===== config.mk =====
export PLATFORM = sky130hd
export DESIGN_NAME = programmable_parallel_port
export DESIGN_NICKNAME = d
export VERILOG_FILES = /design/src/hdl/ppp_pkg.sv /design/src/hdl/ppp_event.sv /design/src/hdl/programmable_parallel_port.sv
export SDC_FILE = /design/constraint.sdc
export NUM_CORES = 1
export LEC_CHECK = 0
export BUFFER_PORTS_ARGS = -buffer_cell sky130_fd_sc_hd__buf_2
export CORE_MARGIN = 3
export CORE_UTILIZATION = 50
export CTS_BUF_LIST = sky130_fd_sc_hd__clkbuf_16
export DETAILED_ROUTE_END_ITERATION = 8
export PLACE_DENSITY = 0.69
export SLEW_MARGIN = 0
export SYNTH_ARGS = -nofsm -noshare
export SYNTH_HDL_FRONTEND = slang
export SYNTH_HIERARCHICAL = 1
export SYNTH_SLANG_ARGS = --single-unit

===== constraint.sdc =====
create_clock -name clk -period 2 [get_ports clk]
set_clock_uncertainty 0.05 [all_clocks]
set_input_delay 0.1 -clock clk [delete_from_list [all_inputs] [get_ports clk]]
set_output_delay 0.1 -clock clk [all_outputs]
set_load 0.005 [all_outputs]

===== src/hdl/ppp_pkg.sv =====
// Shared types and constants for the programmable parallel port.
// Holds the event, state and result structs and the port C flag positions.
// No dependencies.
package ppp_pkg;

  // Event kinds carried in the input transaction
  typedef enum logic [2:0] {
    ACT_WRITE    = 3'd0,
    ACT_READ     = 3'd1,
    ACT_STROBE_A = 3'd2,
    ACT_STROBE_B = 3'd3,
    ACT_ACK_A    = 3'd4,
    ACT_ACK_B    = 3'd5
  } ppp_action_t;

  // Register select
  typedef enum logic [1:0] {
    ADDR_PORT_A = 2'd0,
    ADDR_PORT_B = 2'd1,
    ADDR_PORT_C = 2'd2,
    ADDR_CTRL   = 2'd3
  } ppp_addr_t;

  // Reset values
  localparam logic [7:0] CW_RESET = 8'h1B;
  localparam logic [7:0] WM_RESET = 8'hFF;
  localparam logic [7:0] RD_IDLE  = 8'hFF;

  // Port C flag bit positions
  localparam int PC_OBFA  = 7;
  localparam int PC_INTE1 = 6;
  localparam int PC_IBFA  = 5;
  localparam int PC_INTE2 = 4;
  localparam int PC_INTRA = 3;
  localparam int PC_INTEB = 2;
  localparam int PC_BFLAG = 1;
  localparam int PC_INTRB = 0;

  // One input event
  typedef struct packed {
    logic [2:0] action;
    logic [1:0] address;
    logic [7:0] data;
    logic [7:0] pins;
  } ppp_event_t;

  // Architectural state of the port
  typedef struct packed {
    logic [7:0] cw;   // control word
    logic [7:0] la;   // port A output latch
    logic [7:0] lb;   // port B latch
    logic [7:0] lc;   // port C latch
    logic [7:0] sa;   // port A strobed input latch
    logic [7:0] wm;   // port C write mask
    logic [7:0] dm;   // port C drive mask
  } ppp_state_t;

  // One result item
  typedef struct packed {
    logic [7:0] read_data;
    logic       port_a_update;
    logic [7:0] port_a_value;
    logic       port_b_update;
    logic [7:0] port_b_value;
    logic       port_c_update;
    logic [7:0] port_c_value;
  } ppp_result_t;

endpackage


===== src/hdl/ppp_event.sv =====
// Event logic of the parallel port: next state and result for one event.
// Purely combinational; uses ppp_pkg types and flag positions.
module ppp_event
  import ppp_pkg::*;
(
  input  ppp_event_t  ev,
  input  ppp_state_t  st,
  output ppp_state_t  st_nxt,
  output ppp_result_t res
);

  // Control word write: clears latches on mode change, rebuilds port C masks
  function automatic ppp_state_t write_control(input ppp_state_t s, input logic [7:0] v);
    ppp_state_t n;
    logic [7:0] diff;
    logic [7:0] dm;
    logic [7:0] wm;
    n    = s;
    diff = s.cw ^ v;
    dm   = 8'h00;
    wm   = 8'h00;
    if (|diff[6:5]) begin
      n.la = 8'h00;
      n.lc = n.lc & 8'h0F;
    end
    if (diff[2]) begin
      n.lb = 8'h00;
      if (|v[6:5]) n.lc = n.lc & 8'hF8;
      else         n.lc = n.lc & 8'hF0;
    end
    n.cw = v;
    // group A
    if (v[6]) begin
      dm[PC_OBFA]  = 1'b1;
      dm[PC_IBFA]  = 1'b1;
      dm[PC_INTRA] = 1'b1;
      wm[PC_INTE1] = 1'b1;
      wm[PC_INTE2] = 1'b1;
    end else if (v[5]) begin
      dm[PC_INTRA] = 1'b1;
      if (v[4]) begin
        dm[PC_IBFA]  = 1'b1;
        wm[PC_INTE2] = 1'b1;
        wm[7:6]      = 2'b11;
        if (!v[3]) dm[7:6] = 2'b11;
      end else begin
        dm[PC_OBFA]  = 1'b1;
        wm[PC_INTE1] = 1'b1;
        wm[5:4]      = 2'b11;
        if (!v[3]) dm[5:4] = 2'b11;
      end
    end else begin
      wm[7:4] = 4'hF;
      if (!v[3]) dm[7:4] = 4'hF;
    end
    // group B; PC3 is free only when group A does not use INTRA
    if (v[2]) begin
      dm[PC_BFLAG] = 1'b1;
      dm[PC_INTRB] = 1'b1;
      wm[PC_INTEB] = 1'b1;
      if (!dm[PC_INTRA] && !v[0]) begin
        dm[3] = 1'b1;
        wm[3] = 1'b1;
      end
    end else if (!v[0]) begin
      dm[2:0] = 3'b111;
      wm[2:0] = 3'b111;
      if (!dm[PC_INTRA]) begin
        dm[3] = 1'b1;
        wm[3] = 1'b1;
      end
    end
    n.dm = dm;
    n.wm = wm;
    return n;
  endfunction

  logic [7:0] cw;
  logic [7:0] rd;
  logic [7:0] bsr_bit;
  logic       ua, ub, uc;
  ppp_state_t ns;

  assign cw      = st.cw;
  assign bsr_bit = 8'h01 << ev.data[3:1];

  // Event decode
  always_comb begin
    ns = st;
    rd = RD_IDLE;
    ua = 1'b0;
    ub = 1'b0;
    uc = 1'b0;
    case (ev.action)
      ACT_WRITE: begin
        case (ev.address)
          ADDR_PORT_A: begin
            ns.la = ev.data;
            if (cw[6] || !cw[4]) begin
              if (|cw[6:5]) begin
                ns.lc[PC_OBFA] = 1'b0;
                if (cw[6:5] == 2'b01 || !ns.lc[PC_IBFA]) ns.lc[PC_INTRA] = 1'b0;
                uc = 1'b1;
              end
              if (!cw[6]) ua = 1'b1;
            end
          end
          ADDR_PORT_B: begin
            if (!cw[1]) begin
              ns.lb = ev.data;
              if (cw[2]) begin
                ns.lc[PC_BFLAG] = 1'b0;
                ns.lc[PC_INTRB] = 1'b0;
                uc = 1'b1;
              end
              ub = 1'b1;
            end
          end
          ADDR_PORT_C: begin
            ns.lc = (st.lc & ~st.wm) | (ev.data & st.wm);
            if (|st.dm) uc = 1'b1;
          end
          ADDR_CTRL: begin
            if (ev.data[7]) begin
              ns = write_control(st, ev.data);
            end else if (|(st.wm & bsr_bit)) begin
              // bit set/reset on one port C bit
              if (ev.data[0]) ns.lc = st.lc | bsr_bit;
              else            ns.lc = st.lc & ~bsr_bit;
              if (|st.dm) uc = 1'b1;
            end
          end
          default: ;
        endcase
      end
      ACT_READ: begin
        case (ev.address)
          ADDR_PORT_A: begin
            if (|cw[6:5]) begin
              if (cw[6] || cw[4]) begin
                ns.lc[PC_IBFA] = 1'b0;
                if (!cw[6] || ns.lc[PC_OBFA]) ns.lc[PC_INTRA] = 1'b0;
                uc = 1'b1;
              end
              rd = st.sa;
            end else if (cw[4]) begin
              rd = ev.pins;
            end else begin
              rd = st.la;
            end
          end
          ADDR_PORT_B: begin
            if (cw[2]) begin
              if (cw[1]) begin
                ns.lc[PC_BFLAG] = 1'b0;
                ns.lc[PC_INTRB] = 1'b0;
                uc = 1'b1;
              end
              rd = st.lb;
            end else if (cw[1]) begin
              rd = ev.pins;
            end else begin
              rd = st.lb;
            end
          end
          ADDR_PORT_C: rd = st.lc;
          default:     rd = RD_IDLE;
        endcase
      end
      ACT_STROBE_A: begin
        if (cw[6:4] == 3'b011 || cw[6]) begin
          ns.sa          = ev.data;
          ns.lc[PC_IBFA] = 1'b1;
          if (st.lc[PC_INTE2]) ns.lc[PC_INTRA] = 1'b1;
          uc = 1'b1;
        end
      end
      ACT_STROBE_B: begin
        if (cw[2:1] == 2'b11) begin
          ns.lb           = ev.data;
          ns.lc[PC_BFLAG] = 1'b1;
          if (st.lc[PC_INTEB]) ns.lc[PC_INTRB] = 1'b1;
          uc = 1'b1;
        end
      end
      ACT_ACK_A: begin
        if (cw[6:4] == 3'b010 || cw[6]) begin
          ns.lc[PC_OBFA] = 1'b1;
          if (st.lc[PC_INTE1]) ns.lc[PC_INTRA] = 1'b1;
          uc = 1'b1;
          rd = st.la;
        end else if (!cw[4]) begin
          rd = st.la;
        end
      end
      ACT_ACK_B: begin
        if (cw[2:1] == 2'b10) begin
          ns.lc[PC_BFLAG] = 1'b1;
          if (st.lc[PC_INTEB]) ns.lc[PC_INTRB] = 1'b1;
          uc = 1'b1;
          rd = st.lb;
        end else if (!cw[1]) begin
          rd = st.lb;
        end
      end
      default: ;
    endcase
  end

  assign st_nxt = ns;

  // Result item, taken from the state after the event
  always_comb begin
    res.read_data     = rd;
    res.port_a_update = ua;
    res.port_a_value  = ns.la;
    res.port_b_update = ub;
    res.port_b_value  = ns.lb;
    res.port_c_update = uc;
    res.port_c_value  = ns.lc & ns.dm;
  end

endmodule


===== src/hdl/programmable_parallel_port.sv =====
// Top level of the programmable parallel port: stream ports, input and result
// registers, port state. Depends on ppp_pkg and ppp_event.
//
// Each input transaction is one event (bus write, bus read, strobe A/B or
// acknowledge A/B) and yields exactly one result transaction holding the read
// data and the values driven on ports A, B and C. The block sustains one event
// per clock when the output is not stalled: an event is held in the input
// register, is decoded against the port state by a single level of masking
// logic and lands in the result register. The port state is updated in the
// same edge the result is loaded, so back-to-back events see each other in
// order. Back-pressure on the output stalls both stages.
module programmable_parallel_port
  import ppp_pkg::*;
(
  input  logic        clk,
  input  logic        rst_n,
  // input stream
  input  logic        in_tvalid,
  output logic        in_tready,
  input  logic [15:0] in_tdata,   // [7:0] data, [15:8] pins_in
  input  logic [4:0]  in_tuser,   // [2:0] action, [4:3] address
  // result stream
  output logic        out_tvalid,
  input  logic        out_tready,
  output logic [39:0] out_tdata   // [7:0] read_data, [8] port_a_update,
                                  // [16:9] port_a_value, [17] port_b_update,
                                  // [25:18] port_b_value, [26] port_c_update,
                                  // [34:27] port_c_value, [39:35] zero
);

  logic        s1_valid_r, s1_valid_nxt;
  ppp_event_t  s1_ev_r;
  logic        out_valid_r, out_valid_nxt;
  ppp_result_t out_res_r;
  ppp_state_t  st_r, st_nxt;
  ppp_result_t res;
  logic        adv;

  // Stage 2 moves when the result register is free or being drained
  assign adv       = !out_valid_r || out_tready;
  assign in_tready = !s1_valid_r || adv;

  assign s1_valid_nxt  = in_tready ? in_tvalid : s1_valid_r;
  assign out_valid_nxt = adv ? s1_valid_r : out_valid_r;

  // Event logic
  ppp_event u_event (
    .ev     (s1_ev_r),
    .st     (st_r),
    .st_nxt (st_nxt),
    .res    (res)
  );

  // Control and port state
  always_ff @(posedge clk) begin
    if (!rst_n) begin
      s1_valid_r  <= 1'b0;
      out_valid_r <= 1'b0;
      st_r.cw     <= CW_RESET;
      st_r.la     <= 8'h00;
      st_r.lb     <= 8'h00;
      st_r.lc     <= 8'h00;
      st_r.sa     <= 8'h00;
      st_r.wm     <= WM_RESET;
      st_r.dm     <= 8'h00;
    end else begin
      s1_valid_r  <= s1_valid_nxt;
      out_valid_r <= out_valid_nxt;
      if (adv && s1_valid_r) st_r <= st_nxt;
    end
  end

  // Payload registers
  always_ff @(posedge clk) begin
    if (in_tready && in_tvalid) begin
      s1_ev_r.action  <= in_tuser[2:0];
      s1_ev_r.address <= in_tuser[4:3];
      s1_ev_r.data    <= in_tdata[7:0];
      s1_ev_r.pins    <= in_tdata[15:8];
    end
    if (adv && s1_valid_r) out_res_r <= res;
  end

  assign out_tvalid = out_valid_r;
  assign out_tdata  = {5'b00000,
                       out_res_r.port_c_value, out_res_r.port_c_update,
                       out_res_r.port_b_value, out_res_r.port_b_update,
                       out_res_r.port_a_value, out_res_r.port_a_update,
                       out_res_r.read_data};

  // A held result always matches the state it left behind
  a_res_state: assert property (@(posedge clk) disable iff (!rst_n)
    out_valid_r |-> (out_res_r.port_a_value == st_r.la) &&
                    (out_res_r.port_b_value == st_r.lb) &&
                    (out_res_r.port_c_value == (st_r.lc & st_r.dm)))
    else $error("result register out of step with port state");

  // Port state only changes when a result is loaded
  a_state_hold: assert property (@(posedge clk) disable iff (!rst_n)
    !(adv && s1_valid_r) |=> $stable(st_r))
    else $error("port state changed without an event");

  // A stalled event in the input register is not lost
  a_s1_hold: assert property (@(posedge clk) disable iff (!rst_n)
    (s1_valid_r && !adv) |=> s1_valid_r && $stable(s1_ev_r))
    else $error("stalled event dropped");

endmodule


==> impl_metrics.yaml <==
run_status:
  status: "finished, violations left"
  violations: "negative setup slack"
critical_path:
  worstPathArrival_ps: 2170
  critPathCaptureType: "flop"
  worstPathRequired_ps: 2050
  path_max_fanout: 3
  worstSetupPathType: "reg2reg"
  startpoint_type: "flop"
timing:
  worst_pin_slew_ps: 1050
  rsz0062_at_grt: "true"
  holdWs_ps: 68.4
  slew_headroom_pct: 29.9
  period_needed_ps: 2120
  min_period_over_period_pct: 106
  fmaxAchievable_ghz: 0.472
  setup_viol: 19
  final_hold_viol_count: 0
  maxSlewViolCount: 0
  finalWorstSetupSlack_ps: -118
detailed_routing:
  wl_per_cell_um: 20.1
  drt_pass1_iterations: 6
  vias: 5880
  drc: 0
  totalWireLength_um: 20200
  ant_nets: 0
  drt-initial-drc-count: 588
  vias_per_cell: 5.85
global_route:
  grt_pass1_vias: 5721
  grt_pass1_wl_um: 31000
  gr-total-overflow: 0
  antenna_found_initial: 0
  grt_max_degree: 68
  grt_usage_pct: 27.6
floorplanning:
  design.core.area_sq_um: 12800
  die_h_um: 121
  die_area_sq_um: 14700
  rows: 41
  die_w_um: 121
  io_pins: 67
  start_util_pct: 51.9
pwr:
  p_per_area_nw_per_um2: 627
  leakagePower_nw: 3.37
  clkPwrFrac_pct: 36.1
  p_sw_share_pct: 26.5
  vdd_drop_max_v: 0.000441
  power_frac_seq_pct: 48.6
  p_int_mw: 3.82
  p_switching_mw: 1.37
  comb_power_share_pct: 15.4
job:
  timing.max_cap.violations: 0
cells_and_area:
  syn2layout_area_growth_pct: 25.1
  drive_above_1_share_pct: 31.5
  n_antenna_cell: 0
  final_area_sq_um: 8290
  fin_util_pct: 64.9
  nets: 858
place:
  gp_congestion: 0.986
  hpwlAfterDp_um: 14400
  port_buffers: 61
  postPlaceCellArea_sq_um: 7410
logic_synthesis:
  syn_area_per_cell_sq_um: 9.31
  synthCells: 712
  yosysWarnings: 6
  syn_area_sq_um: 6630
clock_network:
  numCtsBuffers: 9
  htreeDepth: 3
  clkLatencyLatePin_ps: 360
  cts_sinks: 111
  clockBufferDepth: 2
  tritoncts: "yes"
  cts_root_buf: "clkbuf_16"
  clkTransAtPathRegs_ps: 80
hold_path:
  hold_path.class: "in2reg"
per-stage QoR:
| stage | power, mW | setup WS (ps) | TNS, ps | std cells |
|---|---|---|---|---|
| final | 5.20 | -118 | -519 | 1005 |
| after floorplan | 3.00 | -84.7 | -171 | 716 |
| after global placement | 3.24 | -141 | -564 | 958 |
| after global routing | 5.39 | -184 | -2760 | 1005 |
| after detailed placement | 3.25 | -241 | -1020 | 958 |
| after CTS | 5.16 | -78.8 | -112 | 997 |
layout make-up:
| type | instances | area, sq um |
|---|---|---|
| Clock buffer | 9 | 225 |
| Clock inverter | 7 | 81.3 |
| Fill cell | 1073 | 4480 |
| Inverter | 25 | 93.8 |
| Multi-Input combinational cell | 495 | 3480 |
| Sequential cell | 111 | 2790 |
| Tap cell | 172 | 215 |
| Timing Repair Buffer | 186 | 1410 |
sequential cells by signal, indices dropped and copies added (netlist names):
name,count
out_tdata,35
out_tvalid,1
s1_ev_r,21
s1_valid_r,1
st_r,53
layout by cell type (no fill, tap or decap), types with 22 or more instances in the layout:
| master | instances |
|---|---|
| nor2_1 | 25 |
| nand2_1 | 132 |
| mux2_2 | 22 |
| o21ai_0 | 39 |
| mux2i_1 | 50 |
| dlygate4sd3_1 | 22 |
| buf_2 | 61 |
| inv_1 | 22 |
| buf_4 | 91 |
| edfxtp_1 | 56 |
| dfxtp_1 | 52 |
per-layer routing:
metal  up-vias  GRT usage (%)  share of wire [%]
met2       242           46.7                 49
met1      2809           34.5                 41
met3        62           4.99                6.0
met4         0           11.5                3.7
li1       2767              -                  -
met5         -              0                  0
power groups by stage:
stage	combinational, mW	clock, mW	sequential, mW
finish	0.799	1.87	2.52
global route	0.855	2.00	2.53
CTS	0.724	1.91	2.52
detailed placement	0.671	0	2.57
global placement	0.664	0	2.57
floorplan	0.445	0	2.56
worst max-delay path: stages, from the launching register on:
cell and delay [ps]:
dfxtp_1 330, or4_1 610, nor4_1 270, or3_1 140, a31oi_1 40, or4_1 420
final timing paths:
| check | startpoint | endpoint | slack, ps | cells after the start |
|---|---|---|---|---|
| max | st_r[0] | out_tdata[26] | -120 | 5 |
| min | rst_n | st_r[14] | 70 | 2 |
| max reg2reg | st_r[0] | out_tdata[26] | -120 | 5 |
| min reg2reg | st_r[6] | st_r[6] | 420 | 2 |
timing repair:
item | CTS | global route
pin swaps | 5 | 17
setup endpoints to repair | 31 | 53
hold buffers | 22 | 0
endpoints found under the hold margin | 22 | 0
buffers inserted | 2 | 9
resized for setup | 17 | 45
No activity file was read; power rests on OpenSTA's default activity.
